===== src/hdl/cgl_pkg.sv =====
package cgl_pkg;

  // Table size and quantisation
  localparam int unsigned MARK_SLOTS = 16;
  localparam int unsigned LEVELS     = 256;
  localparam int unsigned POS_W      = 16;
  localparam int unsigned CH_W       = 8;
  localparam int unsigned RGB_W      = 3 * CH_W;
  localparam int unsigned SLOT_W     = 4;
  localparam int unsigned POS_MAX    = (1 << POS_W) - 1;
  localparam int unsigned QSTEP      = POS_MAX / (LEVELS - 1);
  localparam int unsigned CNT_W      = $clog2(MARK_SLOTS + 1);
  // Blend numerator: channel times distance plus rounding half
  localparam int unsigned NUM_W      = CH_W + POS_W;

  // Action codes
  localparam logic ACT_WRITE  = 1'b0;
  localparam logic ACT_LOOKUP = 1'b1;

  typedef struct packed {
    logic              action;
    logic [SLOT_W-1:0] slot;
    logic              enable;
    logic [POS_W-1:0]  position;
    logic [CH_W-1:0]   red_in;
    logic [CH_W-1:0]   green_in;
    logic [CH_W-1:0]   blue_in;
  } cmd_t;

  typedef struct packed {
    logic [CH_W-1:0] red_out;
    logic [CH_W-1:0] green_out;
    logic [CH_W-1:0] blue_out;
    logic            any_mark;
  } result_t;

  // One gradient mark as held in a cell
  typedef struct packed {
    logic             valid;
    logic [POS_W-1:0] pos;
    logic [RGB_W-1:0] rgb;
  } mark_t;

  // Running search record passed down the cell chain
  typedef struct packed {
    logic             any;
    logic             lo_found;
    logic [POS_W-1:0] lo_pos;
    logic [RGB_W-1:0] lo_rgb;
    logic             hi_found;
    logic [POS_W-1:0] hi_pos;
    logic [RGB_W-1:0] hi_rgb;
  } scan_t;

  localparam scan_t SCAN_EMPTY = '0;

  // Reset contents of a slot: black at 0.0, white at 1.0
  function automatic mark_t mark_reset(input int unsigned idx);
    mark_t m;
    m = '0;
    if (idx == 0) begin
      m.valid = 1'b1;
    end else if (idx == 1) begin
      m.valid = 1'b1;
      m.pos   = POS_W'(POS_MAX);
      m.rgb   = '1;
    end
    return m;
  endfunction

endpackage


===== src/hdl/cgl_cell.sv =====
module cgl_cell (
  input  logic                clk,
  input  logic                rst,
  input  cgl_pkg::mark_t      init,
  input  logic                wr_en,
  input  cgl_pkg::cmd_t       cmd,
  input  logic [15:0]         p,
  input  cgl_pkg::scan_t      scan_in,
  output cgl_pkg::scan_t      scan_out
);
  import cgl_pkg::*;

  mark_t mark;
  scan_t scan_next;

  // Mark storage: set, or clear the valid flag only
  always_ff @(posedge clk) begin
    if (rst) begin
      mark <= init;
    end else if (wr_en) begin
      if (cmd.enable) begin
        mark.valid <= 1'b1;
        mark.pos   <= cmd.position;
        mark.rgb   <= {cmd.red_in, cmd.green_in, cmd.blue_in};
      end else begin
        mark.valid <= 1'b0;
      end
    end
  end

  // Fold this mark into the record; strict compares keep the lower slot on ties
  always_comb begin
    scan_next = scan_in;
    if (mark.valid) begin
      scan_next.any = 1'b1;
      if (mark.pos < p) begin
        if (!scan_in.lo_found || (scan_in.lo_pos < mark.pos)) begin
          scan_next.lo_found = 1'b1;
          scan_next.lo_pos   = mark.pos;
          scan_next.lo_rgb   = mark.rgb;
        end
      end else begin
        if (!scan_in.hi_found || (scan_in.hi_pos > mark.pos)) begin
          scan_next.hi_found = 1'b1;
          scan_next.hi_pos   = mark.pos;
          scan_next.hi_rgb   = mark.rgb;
        end
      end
    end
  end

  // Hand the record to the next cell
  always_ff @(posedge clk) begin
    scan_out <= scan_next;
  end

endmodule


===== config.mk =====
export PLATFORM = sky130hd
export DESIGN_NAME = cgl_cell
export DESIGN_NICKNAME = d
export VERILOG_FILES = /design/src/hdl/cgl_pkg.sv /design/src/hdl/cgl_cell.sv
export SDC_FILE = /design/constraint.sdc
export NUM_CORES = 1
export LEC_CHECK = 0
export BUFFER_PORTS_ARGS = -buffer_cell sky130_fd_sc_hd__clkbuf_2
export CAP_MARGIN = 10
export CORE_MARGIN = 8
export CORE_UTILIZATION = 30
export CTS_CLUSTER_SIZE = 24
export DETAILED_ROUTE_END_ITERATION = 8
export PLACE_DENSITY = 0.58
export SLEW_MARGIN = 20
export SYNTH_ARGS = -nofsm -noshare
export SYNTH_HDL_FRONTEND = slang
export SYNTH_SLANG_ARGS = --single-unit

===== constraint.sdc =====
create_clock -name clk -period 3.6 [get_ports clk]
set_input_delay 1.08 -clock clk [delete_from_list [all_inputs] [get_ports clk]]
set_output_delay 1.08 -clock clk [all_outputs]
set_load 0.01 [all_outputs]

**Yosys cells after proc, flatten, opt, wreduce, memory -nomap -nowiden**

Cells that the tools add are included.

- Output and inout port bits: 83
- Flip-flop bits (word level): 124

- $lt $le $gt $ge: 3
- Reduce and logical (&&, ||, !) cells: 7
- Mux-type cells: 9

Operators with widths:

| cell | count |
|---|---|
| two-way mux 41 bit | 6 |
| two-way mux 82 bit | 1 |
| two-way mux 40 bit | 1 |
| less-than comparator 16 bit | 2 |
| > comparator 16 bit | 1 |
| nonzero test 2 bit | 2 |
| logical NOT 1 bit | 2 |
| logical OR 1 bit | 2 |
| AND reduction 2 bit | 1 |
| two-way mux 1 bit | 1 |

**Depth between registers and ports, before layout**

- Word-level depth: 5
- Gate-level depth with buffers: 9
- Depth with buffers taken out: 8

**Worst setup path after synthesis**

Ideal clock, no wire load.

- Path kind: input port to flip-flop
- From: input scan_in[25] (netlist name)
- To: register scan_out[10] (netlist name)
- Stages: 8
- Slack: 0.591 ns
- Data arrival time: 2.889 ns
- Data required time: 3.479 ns
- Cells stage by stage: ha_1 -> nor2b_4 -> o211ai_1 -> a21boi_0 -> or4_1 -> nand4_2 -> buf_6 -> mux2_2

RTL lines:

| what | line | text |
|---|---|---|
| start: declaration | cgl_cell.sv:8 | `input cgl_pkg::scan_t scan_in,` |
| end signal: assignment | cgl_cell.sv:54 | `scan_out <= scan_next;` |
| end: declaration | cgl_cell.sv:9 | `output cgl_pkg::scan_t scan_out` |

==> metrics <==
r2r endpoint=scan_out[8]; postcts setup bufs=0; Post-Syn Instances=414; Post-Place Cells=908; top-count cell post-synth=dfxtp_1; end of the critical path=scan_out[8]; first-pass GRT wire length=26700 um; f_max=334 MHz; initial antenna violation count=1; critical path launch point=scan_in[39]; Pre-antenna DRT Iters=4; total chip power=4.31 mW; EDFF count, synth=41; number of global-route vias before repair=4879; synthesis-to-finish area growth=38.0%; global route total overflow=0; DP HPWL=14000 um; Worst setup SP type=input port; Pleak=3.95 nW; Slew headroom=0.588; Final min period=3.00 ns; Distinct cells, synth=34; H-tree levels=4; Slew Viols, Final=0; DRT iter0 DRCs=141; top post-synthesis cells by area=dfxtp_1 29%, edfxtp_1 21%, mux2_4 15%; CTS max path bufs=2; Port Buffers=266; met3 routed WL=1420 um; Clock Tree Root=clkbuf_16; share of cells above drive strength 1=0.618; All-Layer GR Usage=0.145; period utilization=0.833; CP Class=input port to flip-flop; row count=50; clock transition at the registers of the reported paths=0.06 ns; worst r2r path cells=9; data required time of the worst path=3.90 ns; Avg Cell Area, Syn=13.9 um^2; CTS tree=built; Max-cap violations=0; worst hold-check path type=flip-flop to flip-flop; commonest cells in the netlist=83 x dfxtp_1, 63 x mux2_2, 58 x mux2_4, 46 x ha_1, 41 x edfxtp_1; Post-synth top flop=dfxtp_1; core area=18800 um^2; vias per std cell=4.48; CTS Hold Bufs=0; die width=155 um; RR Startpoint=mark[39]; Syn Std Cell Area=5770 um^2; RSZ-0062 raised after global routing=no; outcome=completed; PostCTS Resize Cnt=0; flops & latches, synth=124; Worst Clk Skew=0.0118 ns; Vias=4208; async set-reset flop share out of synthesis=0; Antenna Violating Nets Remaining=0; flop-to-flop setup slack=0.89 ns; TritonCTS Buffers=17; # nets final=928; # diodes=0; Top Metal Used=met5; Post-Syn Nets=649; met1 wire length=6610 um; clock sink count=124; pin count of the biggest net entering global routing=41; gpl congestion=0.795; worst IR drop on VDD=0.289 mV; final core utilization=0.424; Initial Util=0.307; Synth top area share=0.288; Crit. End Element=flip-flop; final hold violations=0; sequential share of the synthesized area=0.502; Die Ht=155 um; CP max FO=29; Tightest Pin Transition=0.618 ns; DRC=0; Avg WL per Cell=18.4 um; die footprint=23900 um^2; Warnings, synthesis=0; final setup violation count=0; PD cells=542 nW/um^2; io pins=272; Synth area leader=dfxtp_1; Worst EP arrival=3.30 ns; fill count=1805; final wirelength=17300 um; clock insertion delay at the later pin of the skew report=0.41 ns; DR WL met2=8990 um; Post-Route Setup TNS=0 ns; Final Non-Filler Cells=940
-- through the flow --
step                      worst slack [ns]  hold WS (ns)  area, um^2
after global routing                 0.519         0.507        7960
after CTS                            0.614         0.497        7960
after global placement               0.152         0.482        7380
final                                0.602         0.495        7960
after floorplan                      0.591         0.474        5770
after detailed placement             0.168         0.490        7380
-- layout by cell type (no fill, tap or decap), types with 3 or more instances in the layout --
cell type	count
mux2_2	63
o21ai_0	6
a21o_1	6
clkinvlp_4	3
nand4_1	9
ha_1	46
mux2_4	58
clkbuf_16	17
inv_6	6
inv_1	31
clkbuf_2	266
buf_4	5
a21oi_1	18
nand2_1	10
dfxtp_1	83
edfxtp_1	41
-- logic make-up (layout without fill, tap and decap cells) --
kind of cell,count (synthesis),count (layout),share of synthesized area
AO/OA/AOI/OAI,41,41,0.0456
multiplexers,121,121,0.274
buffers and inverters,44,336,0.0390
flip-flops,124,124,0.502
adder cells (fa/ha/maj),46,46,0.0998
AND/OR/NAND/NOR,38,38,0.0401
-- worst max-delay path, stage by stage --
cell and delay, ns:
clkbuf_2 0.10, ha_1 0.32, nand4_1 0.19, nor3_1 0.12, a21boi_0 0.14, or4_1 0.56, nand4_4 0.14, buf_12 0.23
mux2_2 0.37
-- worst min path at each step --
stage	cells past startpoint	slack, ns	startpoint	endpoint
5_1_grt	1	0.51	mark[14]	scan_out[55]
3_3_place_gp	1	0.48	mark[0]	scan_out[41]
4_1_cts	1	0.50	mark[14]	scan_out[55]
3_5_place_dp	1	0.49	mark[22]	scan_out[22]
6_report	1	0.50	mark[14]	scan_out[55]
2_1_floorplan	1	0.47	mark[0]	scan_out[41]
-- layout make-up --
| class | count | area, um^2 | share of cell area |
|---|---|---|---|
| inverter | 31 | 116 | 0.0146 |
| multi-input combinational | 246 | 2670 | 0.335 |
| timing repair buffer | 273 | 1410 | 0.177 |
| sequential | 124 | 2890 | 0.363 |
| clock inverter | 13 | 130 | 0.0163 |
| clock buffer | 19 | 453 | 0.0569 |
| tap | 234 | 293 | 0.0368 |
-- registers in the layout, summed over array words and instances (netlist names) --
signal    flops
scan_out     83
mark         41
-- routing by layer --
| layer | global-route usage | up-vias |
|---|---|---|
| met5 | 0 | - |
| met1 | 0.149 | 1970 |
| met3 | 0.0599 | 15 |
| li1 | - | 2069 |
| met2 | 0.262 | 152 |
| met4 | 0.0504 | 2 |
-- where the power goes --
part	internal [mW]	switching [mW]	total, mW
clock	1.00	0.675	1.68
combinational	0.484	0.425	0.909
sequential	1.64	0.0817	1.73
No activity file was read; power rests on OpenSTA's default activity.
