===== src/hdl/cgl_pkg.sv =====
package cgl_pkg;

  // Table size and quantisation
  localparam int unsigned MARK_SLOTS = 16;
  localparam int unsigned LEVELS     = 256;
  localparam int unsigned POS_W      = 16;
  localparam int unsigned CH_W       = 8;
  localparam int unsigned RGB_W      = 3 * CH_W;
  localparam int unsigned SLOT_W     = 4;
  localparam int unsigned POS_MAX    = (1 << POS_W) - 1;
  localparam int unsigned QSTEP      = POS_MAX / (LEVELS - 1);
  localparam int unsigned CNT_W      = $clog2(MARK_SLOTS + 1);
  // Blend numerator: channel times distance plus rounding half
  localparam int unsigned NUM_W      = CH_W + POS_W;

  // Action codes
  localparam logic ACT_WRITE  = 1'b0;
  localparam logic ACT_LOOKUP = 1'b1;

  typedef struct packed {
    logic              action;
    logic [SLOT_W-1:0] slot;
    logic              enable;
    logic [POS_W-1:0]  position;
    logic [CH_W-1:0]   red_in;
    logic [CH_W-1:0]   green_in;
    logic [CH_W-1:0]   blue_in;
  } cmd_t;

  typedef struct packed {
    logic [CH_W-1:0] red_out;
    logic [CH_W-1:0] green_out;
    logic [CH_W-1:0] blue_out;
    logic            any_mark;
  } result_t;

  // One gradient mark as held in a cell
  typedef struct packed {
    logic             valid;
    logic [POS_W-1:0] pos;
    logic [RGB_W-1:0] rgb;
  } mark_t;

  // Running search record passed down the cell chain
  typedef struct packed {
    logic             any;
    logic             lo_found;
    logic [POS_W-1:0] lo_pos;
    logic [RGB_W-1:0] lo_rgb;
    logic             hi_found;
    logic [POS_W-1:0] hi_pos;
    logic [RGB_W-1:0] hi_rgb;
  } scan_t;

  localparam scan_t SCAN_EMPTY = '0;

  // Reset contents of a slot: black at 0.0, white at 1.0
  function automatic mark_t mark_reset(input int unsigned idx);
    mark_t m;
    m = '0;
    if (idx == 0) begin
      m.valid = 1'b1;
    end else if (idx == 1) begin
      m.valid = 1'b1;
      m.pos   = POS_W'(POS_MAX);
      m.rgb   = '1;
    end
    return m;
  endfunction

endpackage


===== src/hdl/cgl_blend.sv =====
module cgl_blend (
  input  logic           clk,
  input  logic           rst,
  input  logic           start,
  input  cgl_pkg::scan_t rec,
  input  logic [15:0]    p,
  output logic           done,
  output logic [23:0]    rgb
);
  import cgl_pkg::*;

  typedef enum logic [1:0] {
    S_IDLE,
    S_MUL,
    S_DIV
  } state_t;

  localparam int unsigned STEP_W = $clog2(CH_W);

  state_t             state;
  logic [POS_W-1:0]   d;
  logic [POS_W-1:0]   t;
  logic [RGB_W-1:0]   lo_rgb;
  logic [RGB_W-1:0]   hi_rgb;
  logic [NUM_W-2:0]   dsr;
  logic [STEP_W-1:0]  step;
  logic [NUM_W-1:0]   rem [3];
  logic [CH_W-1:0]    quo [3];
  logic [NUM_W-1:0]   num_next [3];
  logic [POS_W-1:0]   dt;

  // Numerators lo*(d-t) + hi*t + d/2, channel 0 is blue
  always_comb begin
    dt = d - t;
    for (int c = 0; c < 3; c++) begin
      num_next[c] = NUM_W'(lo_rgb[c*CH_W +: CH_W]) * NUM_W'(dt)
                  + NUM_W'(hi_rgb[c*CH_W +: CH_W]) * NUM_W'(t)
                  + NUM_W'(d >> 1);
    end
  end

  // Sequencer: operands, products, then one quotient bit per cycle
  always_ff @(posedge clk) begin
    if (rst) begin
      state <= S_IDLE;
      done  <= 1'b0;
    end else begin
      done <= 1'b0;
      case (state)
        S_IDLE: begin
          if (start) begin
            d      <= rec.hi_pos - rec.lo_pos;
            t      <= p - rec.lo_pos;
            lo_rgb <= rec.lo_rgb;
            hi_rgb <= rec.hi_rgb;
            state  <= S_MUL;
          end
        end
        S_MUL: begin
          for (int c = 0; c < 3; c++) begin
            rem[c] <= num_next[c];
          end
          dsr   <= (NUM_W - 1)'(d) << (CH_W - 1);
          step  <= STEP_W'(CH_W - 1);
          state <= S_DIV;
        end
        S_DIV: begin
          for (int c = 0; c < 3; c++) begin
            if (rem[c] >= NUM_W'(dsr)) begin
              rem[c] <= rem[c] - NUM_W'(dsr);
              quo[c] <= {quo[c][CH_W-2:0], 1'b1};
            end else begin
              quo[c] <= {quo[c][CH_W-2:0], 1'b0};
            end
          end
          dsr <= dsr >> 1;
          if (step == '0) begin
            done  <= 1'b1;
            state <= S_IDLE;
          end else begin
            step <= step - 1'b1;
          end
        end
        default: begin
          state <= S_IDLE;
        end
      endcase
    end
  end

  assign rgb = {quo[2], quo[1], quo[0]};

endmodule


===== config.mk =====
export PLATFORM = sky130hd
export DESIGN_NAME = cgl_blend
export DESIGN_NICKNAME = d
export VERILOG_FILES = /design/src/hdl/cgl_pkg.sv /design/src/hdl/cgl_blend.sv
export SDC_FILE = /design/constraint.sdc
export NUM_CORES = 2
export LEC_CHECK = 0
export ABC_AREA = 0
export BUFFER_PORTS_ARGS = -buffer_cell sky130_fd_sc_hd__buf_2
export CAP_MARGIN = 20
export CORE_MARGIN = 2
export CORE_UTILIZATION = 45
export CTS_CLUSTER_DIAMETER = 150
export DETAILED_ROUTE_END_ITERATION = 8
export HOLD_SLACK_MARGIN = 0.08
export PLACE_DENSITY = 0.67
export SLEW_MARGIN = 40
export SYNTH_ARGS = -nofsm -noshare
export SYNTH_HDL_FRONTEND = slang
export SYNTH_SLANG_ARGS = --single-unit

===== constraint.sdc =====
create_clock -name clk -period 9.6 [get_ports clk]
set_input_delay 0 -clock clk [delete_from_list [all_inputs] [get_ports clk]]
set_output_delay 0 -clock clk [all_outputs]
set_load 0.01 [all_outputs]

Word level (Yosys, flattened, before mapping)
Memory sizes are Yosys's and may differ from the RTL's.
Cells that the tools add are included.
{ "totals": {"register_bits": 109, "ramBits": 96, "mem_count": 2} }
{ "mem_list": {"columns": ["memory", "words", "word_bits", "read_ports", "rd_clocked_by_memory_dff", "write_ports", "line_no", "rtl"], "rows": [
  ["rem", 3, 24, 3, 0, 3, "cgl_blend.sv:27", "logic [NUM_W-1:0] rem [3];"],
  ["quo", 3, 8, 3, 0, 3, "cgl_blend.sv:28", "logic [CH_W-1:0] quo [3];"]
]} }
{ "op_classes": {"n_addsub": 13, "multipliers": 6, "magnitude_cmp": 3, "n_eq_ne": 5, "n_mux": 40, "bitwise_logic": 8, "reduce_logical": 8} }
{ "op_table": {"columns": ["cell", "count"], "rows": [
  ["$mul 8x16->24", 6],
  ["$add 24x15->24", 3],
  ["$add 24x24->24", 3],
  ["$ge 24x23->1", 3],
  ["$mux 24", 3],
  ["$sub 24x23->24", 3],
  ["$sub 16x16->16", 3],
  ["$pmux 23 s2", 1],
  ["$mux 1", 28],
  ["$mux 8", 3],
  ["$ne 2x2->1 const B", 3],
  ["$or 1x1->1", 6],
  ["$pmux 2 s3", 1],
  ["$pmux 3 s2", 1],
  ["$reduce_and 3->1", 2],
  ["$mux 2", 2],
  ["$reduce_and 2->1", 2],
  ["$logic_not 3->1", 1],
  ["$mux 3", 1],
  ["$sub 3x1->3 const B", 1],
  ["$eq 2x1->1 const B", 1],
  ["$eq 2x2->1 const B", 1],
  ["$logic_not 2->1", 1],
  ["$not 1->1", 2],
  ["2 further kinds", 2]
]} }

Logic depth before layout (Yosys ltp)
{ "logic_depth": {"depth_word": 6, "mapped_depth": 34, "ltp_nobuf": 32} }

Worst setup path after synthesis
OpenSTA, ideal clock, no wires.
{ "synth_path": {"kind": "register -> register", "start": "register t[2]", "end": "memory rem[0][42] (netlist bit), data pin", "setup_ps": 258, "arrival_ps": 7691, "t_required_ps": 9342, "setup_slack_ps": 1651, "stages_incl_launch_ff": 34, "n_path_buf": 3, "period_less_slack_ps": 7949, "cell_sequence": "edfxtp_1 -> clkbuf_1 -> inv_1 -> ha_1 -> nor2b_1 -> o21ai_1 -> a21boi_0 -> o21ai_0 -> a21boi_1 -> or2_2 -> a41oi_1 -> xnor2_1 -> clkbuf_1 -> and2_1 -> fa_1 -> inv_1 -> fa_1 -> fa_1 -> inv_1 -> fa_1 -> fa_1 -> inv_1 -> fa_1 -> inv_1 -> ha_1 -> clkbuf_1 -> a21oi_1 -> o21bai_1 -> a311o_1 -> a21o_1 -> a311o_1 -> a21oi_1 -> xor2_1 -> a21oi_1"} }
{ "synth_lines": {"columns": ["element", "line_no", "rtl"], "rows": [
  ["start: declaration", "cgl_blend.sv:22", "logic [POS_W-1:0] t;"],
  ["start signal: assignment", "cgl_blend.sv:53", "t <= p - rec.lo_pos;"],
  ["end: declaration", "cgl_blend.sv:27", null]
]} }

==> run summary <==
Critical path capture point type: flop
Latest clock arrival within the worst-skew pair: 0.64 ns
Outcome: completed
Avg WL per Cell: 17.8 um
Max-slew violation count: 0
Area leader, netlist: fa_1
Clock Path Buffers: 3
Rel. slew slack: 0.425
Slowest CP cell: edfxtp_1
WP data arrival: 9.41 ns
Via/cell ratio: 5.27
Io pins: 127
Syn Inst Count: 4,446
Element type at the critical path start: flop
WP data required: 9.96 ns
GRT Total Usage: 0.239
Largest net degree at the start of global routing: 83
Row count: 109
Clk sink count: 205
Max Freq: 110 MHz
CP peak stage delay: 0.58 ns
Post-synth EDFFs: 201
Initial DRC Count: 2,177
Final net count: 5,784
Deepest level of the CTS H-tree: 1
Sequential fraction of the synthesis area: 0.153
Netlist Area Pre-Place: 40,100 sq um
Total negative slack: 0 ns
Crit path max-delay family: adder cells
Count leader, synth: inv_1
Worst-path clk slew: 0.06 ns
Synth top area cells: fa_1, edfxtp_1, ha_1
Final hold vios: 0
Ys Warns: 0
Post-synth ARST share: 0
CTS buffer count: 29
Slew @ Worst Pin: 0.863 ns
First-pass GRT wire length: 172 mm
GR Overflow Total: 0
Share of the synthesized area in the top cell type: 0.337
Vias: 30,878
IO buf count: 123
Setup Skew: 0.0237 ns
Share of cells above drive strength 1: 0.0606
Synth Net Count: 5,565
Resized cells post-CTS: 0
CP Class: reg2reg
Area grow syn2layout: 11.9%
Syn avg cell area: 9.01 sq um
DP HPWL: 80.1 mm
RSZ-0062 raised after global routing: false
DRC viols: 0
Vias in the first global route: 32,359
Post-synth cell types: 70
Final setup fails: 0
Yosys reg bits: 205
Crit path top cell by count: fa_1
Pre-antenna DRT Iters: 7
Hold Path Class: in2reg
Routed wire length: 104 mm
Die H: 302 um
Maxcap violations: 0
Initial Util: 0.454
Initial antenna violation count: 2
Clock root buffer: clkbuf_16
Final period demand of the worst path: 9.05 ns
Crit Path Max Fanout: 14
Die area: 91,500 sq um
Tcrit/Tclk final: 0.943
Standard cell core area: 88,400 sq um
Gpl congestion: 0.932
Top_reg_cell synth: edfxtp_1
Worst Path Buf+Inv: 6
Routed Antenna Nets: 0
Die width: 302 um
CTS tree: yes
Core Util, Final: 0.508
Synth cell count leaders: inv_1, fa_1, nand2_1
-- worst reg2reg max path, delay by kind of cell (launching register included) --
family / cells / cell delay [ns]
adder cells (fa/ha/maj): 8 / 3.86
AO/OA/AOI/OAI: 13 / 2.88
flip-flops: 1 / 0.58
AND/OR/NAND/NOR: 3 / 0.56
buffers and inverters: 6 / 0.53
XOR/XNOR: 2 / 0.37
-- what timing repair did --
| item | CTS | global route |
|---|---|---|
| hold endpoints to repair | 103 | 0 |
| hold buffers | 179 | 0 |
| setup buffers | 0 | 0 |
-- cell type report --
class                      instances  area [sq um]
fill                            8188         43500
multi-input combinational       3051         29600
sequential                       205          6120
inverter                        1005          3770
timing repair buffer             373          3000
tap                             1165          1460
clock buffer                      29           726
clock inverter                    25           229
antenna                            4          10.0
-- cells in the final DEF (no fill, tap or decap), types with 20 or more instances in the layout --
| master | instances |
|---|---|
| a21o_1 | 53 |
| a21oi_1 | 136 |
| a31oi_1 | 20 |
| and2_1 | 373 |
| and3_1 | 29 |
| buf_2 | 123 |
| buf_4 | 65 |
| clkbuf_16 | 29 |
| dlygate4sd3_1 | 179 |
| edfxtp_1 | 201 |
| fa_1 | 675 |
| ha_1 | 342 |
| inv_1 | 1004 |
| nand2_1 | 488 |
| nand2b_1 | 42 |
| nand3_1 | 65 |
| nor2_1 | 137 |
| nor2b_1 | 70 |
| nor3_1 | 30 |
| nor4_1 | 21 |
| o211ai_1 | 29 |
| o21a_1 | 23 |
| o21ai_0 | 132 |
| xnor2_1 | 95 |
| xor2_1 | 48 |
-- registers in the layout, indices dropped and copies added, names as in the netlist --
signal and flops:
quo 24, rem 72, state 2, dsr 23, hi_rgb 24, lo_rgb 24
t 16, step 3, done 1, d 16
-- logic make-up after synthesis --
group                    after synthesis  synth area share
buffers and inverters               1190             0.113
flip-flops                           205             0.153
adder cells (fa/ha/maj)             1017             0.444
XOR/XNOR                             151            0.0330
AO/OA/AOI/OAI                        540            0.0868
AND/OR/NAND/NOR                     1321             0.165
multiplexers                          22           0.00559
-- through the flow --
| step | setup slack [ns] | cell area (sq um) | instances | hold WS, ns |
|---|---|---|---|---|
| 6_report | 0.546 | 44900 | 5857 | 0.101 |
| 5_1_grt | 0.0487 | 44900 | 5853 | 0.0893 |
| 4_1_cts | 0.661 | 44900 | 5853 | 0.0813 |
| 3_5_place_dp | 0.689 | 42100 | 5620 | 0.178 |
| 3_3_place_gp | 0.769 | 42100 | 5618 | 0.176 |
| 2_1_floorplan | 1.65 | 40100 | 4446 | 0.0989 |
-- per-layer routing --
| layer | GRT usage | up-vias | part of all wire |
|---|---|---|---|
| met3 | 0.0366 | 189 | 0.074 |
| met1 | 0.329 | 15349 | 0.44 |
| met4 | 0.0825 | 0 | 0.041 |
| li1 | - | 14270 | - |
| met2 | 0.386 | 1070 | 0.45 |
| met5 | 0 | - | 0 |
-- path summary, 6_finish.rpt --
check,start,depth (start not counted),to,slack [ns]
worst max register to register,d[1],32,rem[0][42],0.55
worst min register to register,quo[1][6],0,quo[1][7],0.45
worst min-delay path,rec[8],2,hi_rgb[8],0.10
worst max-delay path,d[1],32,rem[0][42],0.55
Power is left out: the tool's default activity adds up to more than one toggle a clock period on the data nets, which glitch-free logic cannot reach.
